`src/rtl/smooth_vertex_normal_builder_assert.svh`:
```
// assertion macros used by the normal builder top level
`ifndef SMOOTH_VERTEX_NORMAL_BUILDER_ASSERT_SVH
`define SMOOTH_VERTEX_NORMAL_BUILDER_ASSERT_SVH

// same-cycle implication, quiet while reset is high
`define SVNB_ASSERT_NOW(label, clk, rst, ante, cons) \
  label: assert property (@(posedge clk) disable iff (rst) (ante) |-> (cons)) \
    else $error("svnb assertion failed");

// next-cycle implication, quiet while reset is high
`define SVNB_ASSERT_NEXT(label, clk, rst, ante, cons) \
  label: assert property (@(posedge clk) disable iff (rst) (ante) |=> (cons)) \
    else $error("svnb assertion failed");

`endif

```
`src/rtl/svnb_pkg.sv`:
```
// shared types and constants of the smooth vertex normal builder
package svnb_pkg;

  // item function codes
  localparam logic [1:0] FUNC_LOAD = 2'd0;
  localparam logic [1:0] FUNC_TRI  = 2'd1;
  localparam logic [1:0] FUNC_FIN  = 2'd2;

  localparam int ACC_W   = 48;  // accumulator component width
  localparam int NORM_W  = 30;  // magnitude width after normalising
  localparam int SQ_W    = 62;  // sum of squares width
  localparam int ROOT_W  = 31;  // square root width
  localparam int NUM_W   = 45;  // divider numerator width
  localparam int QUO_W   = 15;  // divider quotient width
  localparam int CORNER_W = 6;
  localparam int OUT_W   = 16;

  // commands from controller to datapath
  typedef struct packed {
    logic       load;
    logic       tri_cap;
    logic       fin_init;
    logic       pos_rd;
    logic       acc_rd;
    logic       acc_wr;
    logic       use_vidx;
    logic [1:0] sel;
    logic       edge_en;
    logic       mul_en;
    logic       mul_sq;
    logic [2:0] mul_sel;
    logic       abs_en;
    logic       max_en;
    logic       norm_step;
    logic       sq_clr;
    logic       sqrt_start;
    logic       div_start;
    logic       next_vertex;
  } svnb_cmd_t;

  // status from datapath to controller
  typedef struct packed {
    logic tri_ok;
    logic store_empty;
    logic mag_zero;
    logic norm_ok;
    logic sqrt_done;
    logic div_done;
    logic last_vertex;
  } svnb_stat_t;

endpackage

```
`src/rtl/svnb_ctrl.sv`:
```
// controller state machine of the normal builder
module svnb_ctrl import svnb_pkg::*; (
  input  logic       clk,
  input  logic       rst,
  input  logic       start,
  input  logic [1:0] func,
  input  svnb_stat_t stat,
  output svnb_cmd_t  cmd,
  output logic       busy,
  output logic       strobe
);

  localparam logic [4:0] S_IDLE  = 5'd0;
  localparam logic [4:0] S_TRD   = 5'd1;
  localparam logic [4:0] S_TWAIT = 5'd2;
  localparam logic [4:0] S_TEDGE = 5'd3;
  localparam logic [4:0] S_TMUL  = 5'd4;
  localparam logic [4:0] S_TACR  = 5'd5;
  localparam logic [4:0] S_TACW  = 5'd6;
  localparam logic [4:0] S_FRD   = 5'd7;
  localparam logic [4:0] S_FABS  = 5'd8;
  localparam logic [4:0] S_FMAX  = 5'd9;
  localparam logic [4:0] S_FNORM = 5'd10;
  localparam logic [4:0] S_FSQ   = 5'd11;
  localparam logic [4:0] S_FSQE  = 5'd12;
  localparam logic [4:0] S_FSQS  = 5'd13;
  localparam logic [4:0] S_FSQW  = 5'd14;
  localparam logic [4:0] S_FDIV  = 5'd15;
  localparam logic [4:0] S_FDIVW = 5'd16;
  localparam logic [4:0] S_FEMIT = 5'd17;

  logic [4:0] state, state_next;
  logic [2:0] step, step_next;

  assign busy   = state != S_IDLE;
  assign strobe = state == S_FEMIT;

  always_ff @(posedge clk) begin
    if (rst) begin
      state <= S_IDLE;
      step  <= '0;
    end else begin
      state <= state_next;
      step  <= step_next;
    end
  end

  // next state and commands
  always_comb begin
    cmd        = '0;
    cmd.sel    = step[1:0];
    state_next = state;
    step_next  = step;
    case (state)
      S_IDLE: begin
        step_next = '0;
        if (start) begin
          case (func)
            FUNC_LOAD: cmd.load = 1'b1;
            FUNC_TRI: begin
              cmd.tri_cap = 1'b1;
              if (stat.tri_ok) state_next = S_TRD;
            end
            FUNC_FIN: begin
              cmd.fin_init = 1'b1;
              if (!stat.store_empty) state_next = S_FRD;
            end
            default: state_next = S_IDLE;
          endcase
        end
      end
      S_TRD: begin
        cmd.pos_rd = 1'b1;
        if (step == 3'd2) begin
          state_next = S_TWAIT;
          step_next  = '0;
        end else begin
          step_next = step + 3'd1;
        end
      end
      S_TWAIT: state_next = S_TEDGE;
      S_TEDGE: begin
        cmd.edge_en = 1'b1;
        state_next  = S_TMUL;
      end
      S_TMUL: begin
        cmd.mul_en  = 1'b1;
        cmd.mul_sel = step;
        if (step == 3'd5) begin
          state_next = S_TACR;
          step_next  = '0;
        end else begin
          step_next = step + 3'd1;
        end
      end
      S_TACR: begin
        cmd.acc_rd = 1'b1;
        state_next = S_TACW;
      end
      S_TACW: begin
        cmd.acc_wr = 1'b1;
        if (step == 3'd2) begin
          state_next = S_IDLE;
        end else begin
          step_next  = step + 3'd1;
          state_next = S_TACR;
        end
      end
      S_FRD: begin
        cmd.acc_rd   = 1'b1;
        cmd.use_vidx = 1'b1;
        state_next   = S_FABS;
      end
      S_FABS: begin
        cmd.abs_en = 1'b1;
        state_next = S_FMAX;
      end
      S_FMAX: begin
        cmd.max_en = 1'b1;
        state_next = S_FNORM;
      end
      S_FNORM: begin
        step_next = '0;
        if (stat.mag_zero) begin
          state_next = S_FEMIT;
        end else if (stat.norm_ok) begin
          state_next = S_FSQ;
        end else begin
          cmd.norm_step = 1'b1;
        end
      end
      S_FSQ: begin
        cmd.mul_en  = 1'b1;
        cmd.mul_sq  = 1'b1;
        cmd.mul_sel = step;
        cmd.sq_clr  = step == 3'd0;
        if (step == 3'd2) begin
          state_next = S_FSQE;
          step_next  = '0;
        end else begin
          step_next = step + 3'd1;
        end
      end
      S_FSQE: state_next = S_FSQS;
      S_FSQS: begin
        cmd.sqrt_start = 1'b1;
        state_next     = S_FSQW;
      end
      S_FSQW: begin
        if (stat.sqrt_done) state_next = S_FDIV;
      end
      S_FDIV: begin
        cmd.div_start = 1'b1;
        state_next    = S_FDIVW;
      end
      S_FDIVW: begin
        if (stat.div_done) begin
          if (step == 3'd2) begin
            state_next = S_FEMIT;
          end else begin
            step_next  = step + 3'd1;
            state_next = S_FDIV;
          end
        end
      end
      S_FEMIT: begin
        cmd.next_vertex = 1'b1;
        state_next      = stat.last_vertex ? S_IDLE : S_FRD;
      end
      default: state_next = S_IDLE;
    endcase
  end

endmodule

```
`config.mk`:
```
export PLATFORM = sky130hd
export DESIGN_NAME = svnb_ctrl
export DESIGN_NICKNAME = d
export VERILOG_FILES = /design/src/rtl/smooth_vertex_normal_builder_assert.svh /design/src/rtl/svnb_pkg.sv /design/src/rtl/svnb_ctrl.sv
export SDC_FILE = /design/constraint.sdc
export NUM_CORES = 1
export LEC_CHECK = 0
export BUFFER_PORTS_ARGS = -buffer_cell sky130_fd_sc_hd__clkbuf_2
export CAP_MARGIN = 40
export CORE_MARGIN = 2
export CORE_UTILIZATION = 35
export CTS_CLUSTER_SIZE = 10
export DETAILED_ROUTE_END_ITERATION = 10
export GPL_ROUTABILITY_DRIVEN = 0
export PLACE_DENSITY_LB_ADDON = 0.08
export SYNTH_ARGS = -nofsm -noshare
export SYNTH_HDL_FRONTEND = slang
export SYNTH_SLANG_ARGS = --single-unit
```
`constraint.sdc`:
```
create_clock -name clk -period 1.85 [get_ports clk]
set_input_delay 0.0925 -clock clk [delete_from_list [all_inputs] [get_ports clk]]
set_output_delay 0.0925 -clock clk [all_outputs]
set_load 0.02 [all_outputs]
```
==> metrics.yaml <==
finish:
  fin_nets: 233
  layout.cells.non_filler: 245
  drive_gt1_share_pct: 42.9
  diodes: 0
  area.growth.synth_to_final_pct: 46.4
clock_tree:
  path_clk_slew_ns: 0.07
  cts_tree: "built"
  numCtsBuffers: 3
  postCtsHoldBufs: 0
  clkLatencyLatePin_ns: 0.26
  cts_buffer_depth: 2
  clock_sinks: 8
  cts-root-buf: "clkbuf_4"
  cts_max_level: 1
drt:
  num_vias: 1360
  avgRoutedWirePerCell_microns: 13.7
  vias_per_cell: 5.55
  first_pass_iters: 4
  drc: 0
  totalWireLength_mm: 3.35
  final_antenna_net_count: 0
  drtIter0Drc: 42
die:
  dieArea_sq_mm: 0.00352
  rows: 20
  fp.coreArea_sq_mm: 0.00298
  pin_count: 36
  start_util_pct: 36.0
  die_h_microns: 59.4
  die_w_microns: 59.4
worst_setup_path:
  worstSetupStartpointType: "flop"
  arrival_ns: 2.14
  worstPathRequired_ns: 2.02
  path_max_fanout: 5
  cp-end-kind: "flop"
  critical_path_class: "flop to flop"
timing:
  slew_viol_final: 0
  tightest_slew_ns: 0.471
  hold_ws_ns: 0.149
  slew_headroom_pct: 68.2
  rsz0062_at_grt: "yes"
  fin_crit_sh_pct: 106
  fin_crit_ns: 1.96
  fmax_mhz: 509
  skew_ns: 0.0165
  layout_setup_ws_ns: -0.114
  setup_viol: 2
  hold_viol_final: 0
grt:
  grt_pass1_wl_mm: 5.17
  grt_max_degree: 21
  antenna_found_initial: 0
  overflow: 0
  grtUsageTotal_pct: 18.9
  grt_pass1_vias: 1172
power:
  leakagePower_nw: 0.748
  peakVddDrop_mv: 0.614
  power.density_mw_per_mm2: 1220
  total_power_mw: 1.92
flow_run:
  max_cap_violations: 0
synth:
  synth_area_per_cell_sq_um: 6.74
  synth_simple_gate_area_share_pct: 36.9
  synth.yosys.seq_area_share_pct: 14.9
  synth_top_family_by_area: "simple AND/OR/NAND/NOR gates"
  ys_seq_elements: 8
  synthAdderAreaFrac_pct: 8.17
  netlist_instances: 159
  syn_area_sq_mm: 0.00107
  syn-num-nets: 178
  synth_mux_area_share_pct: 0
  yosys_warnings: 0
  yosysUniqueCellTypes: 45
  async_flop_share_pct: 0
  synth-edff-count: 0
  ys.flop_type: "dfxtp_1"
  synth_xor_area_share_pct: 0.817
  synth-compound-area-share_pct: 28.5
placed_design:
  hpwl_mm: 2.61
  io_buffers: 35
  placed_cells: 239
outcome:
  violations: "negative setup slack"
  run_status: "finished, violations left"
min_path:
  min_path_type: "input port to flop"
[what timing repair did]
item	CTS	global route
gates resized for setup	7	24
setup endpoints to repair	11	15
buffers inserted	1	2
pin swaps	1	3
gates cloned	0	0
[worst max-delay path, cell delays in order, from the launching register on]
cell	delay (ns)
dfxtp_1	0.32
or4b_4	0.54
or3_4	0.35
a21oi_2	0.13
o22ai_2	0.10
or3b_1	0.36
o311ai_1	0.07
[synth_stat cells (2+ instances only)]
cell	number	area, sq um
nor2_1	17	63.8
a21oi_1	11	55.1
nand2_1	11	41.3
clkbuf_1	10	37.5
inv_1	9	33.8
o21ai_0	9	45.0
dfxtp_1	8	160
nor3_1	8	40.0
ha_1	7	87.6
nand2b_1	6	37.5
and3_1	4	25.0
nor2b_1	4	25.0
o22ai_1	4	25.0
a311oi_1	3	26.3
and2_1	3	18.8
buf_4	3	22.5
nand3_1	3	15.0
o31ai_1	3	22.5
a211o_1	2	17.5
buf_2	2	10.0
nor3b_1	2	15.0
nor4_1	2	12.5
o21a_1	2	15.0
o22a_1	2	17.5
o41ai_1	2	17.5
or3_1	2	12.5
or3b_1	2	17.5
[metrics by stage]
stage | utilization (%) | instance area, sq um | setup TNS (ns) | worst slack (ns)
after floorplan | - | 1080 | -0.386 | -0.150
after global placement | 48.0 | 1430 | -0.171 | -0.0904
after detailed placement | 48.0 | 1430 | -0.210 | -0.116
after CTS | 49.8 | 1480 | -0.197 | -0.107
after global routing | 52.7 | 1570 | -0.690 | -0.220
final | 52.7 | 1570 | -0.207 | -0.114
[state kept, by name, summed over array words and instances (netlist names)]
signal,cells
state,5
step,3
[power by group]
group,leakage [nW],switching (mW),internal (mW)
Clock,0.0138,0.0661,0.0745
Sequential,0.0663,0.0264,0.223
Combinational,0.668,0.840,0.686
[per-layer routing]
layer	part of all wire (%)	vias up	track usage [%]
met5	0	-	0
met4	0.33	0	1.30
met3	3.8	2	3.28
met2	54	31	35.2
met1	42	654	23.4
li1	-	673	-
[kinds of logic after synthesis]
| family | after synthesis |
|---|---|
| compound gates | 46 |
| xor+xnor | 1 |
| fa+ha+maj | 7 |
| buf+inv | 25 |
| flops | 8 |
| simple gates | 72 |
[cell usage in the layout, fill, tap and decap left out, types with 3 or more instances in the layout]
cell type / count
a21oi_1: 10
and2_1: 3
and3_1: 3
buf_4: 29
buf_6: 3
clkbuf_2: 33
clkbuf_4: 3
dfxtp_1: 5
dfxtp_2: 3
ha_1: 7
inv_1: 9
nand2_1: 10
nand2b_1: 6
nor2_1: 16
nor3_1: 7
o21ai_0: 7
[layout make-up]
cell class	count	area, sq um
multi-input cells	126	877
fillers	299	1410
well taps	33	41.3
repair buffers	66	432
clock buffers	3	22.5
inverters	9	33.8
flip-flops and latches	8	164
[path summary, 6_finish.rpt]
| path | startpoint | end | slack [ns] | depth (start not counted) |
|---|---|---|---|---|
| setup reg to reg | state[1] | step[2] | -0.11 | 6 |
| hold / removal | rst | state[1] | 0.15 | 2 |
| setup / recovery | state[1] | step[2] | -0.11 | 6 |
| hold reg to reg | step[0] | step[0] | 0.57 | 2 |
(Power assumes the default switching activity.)
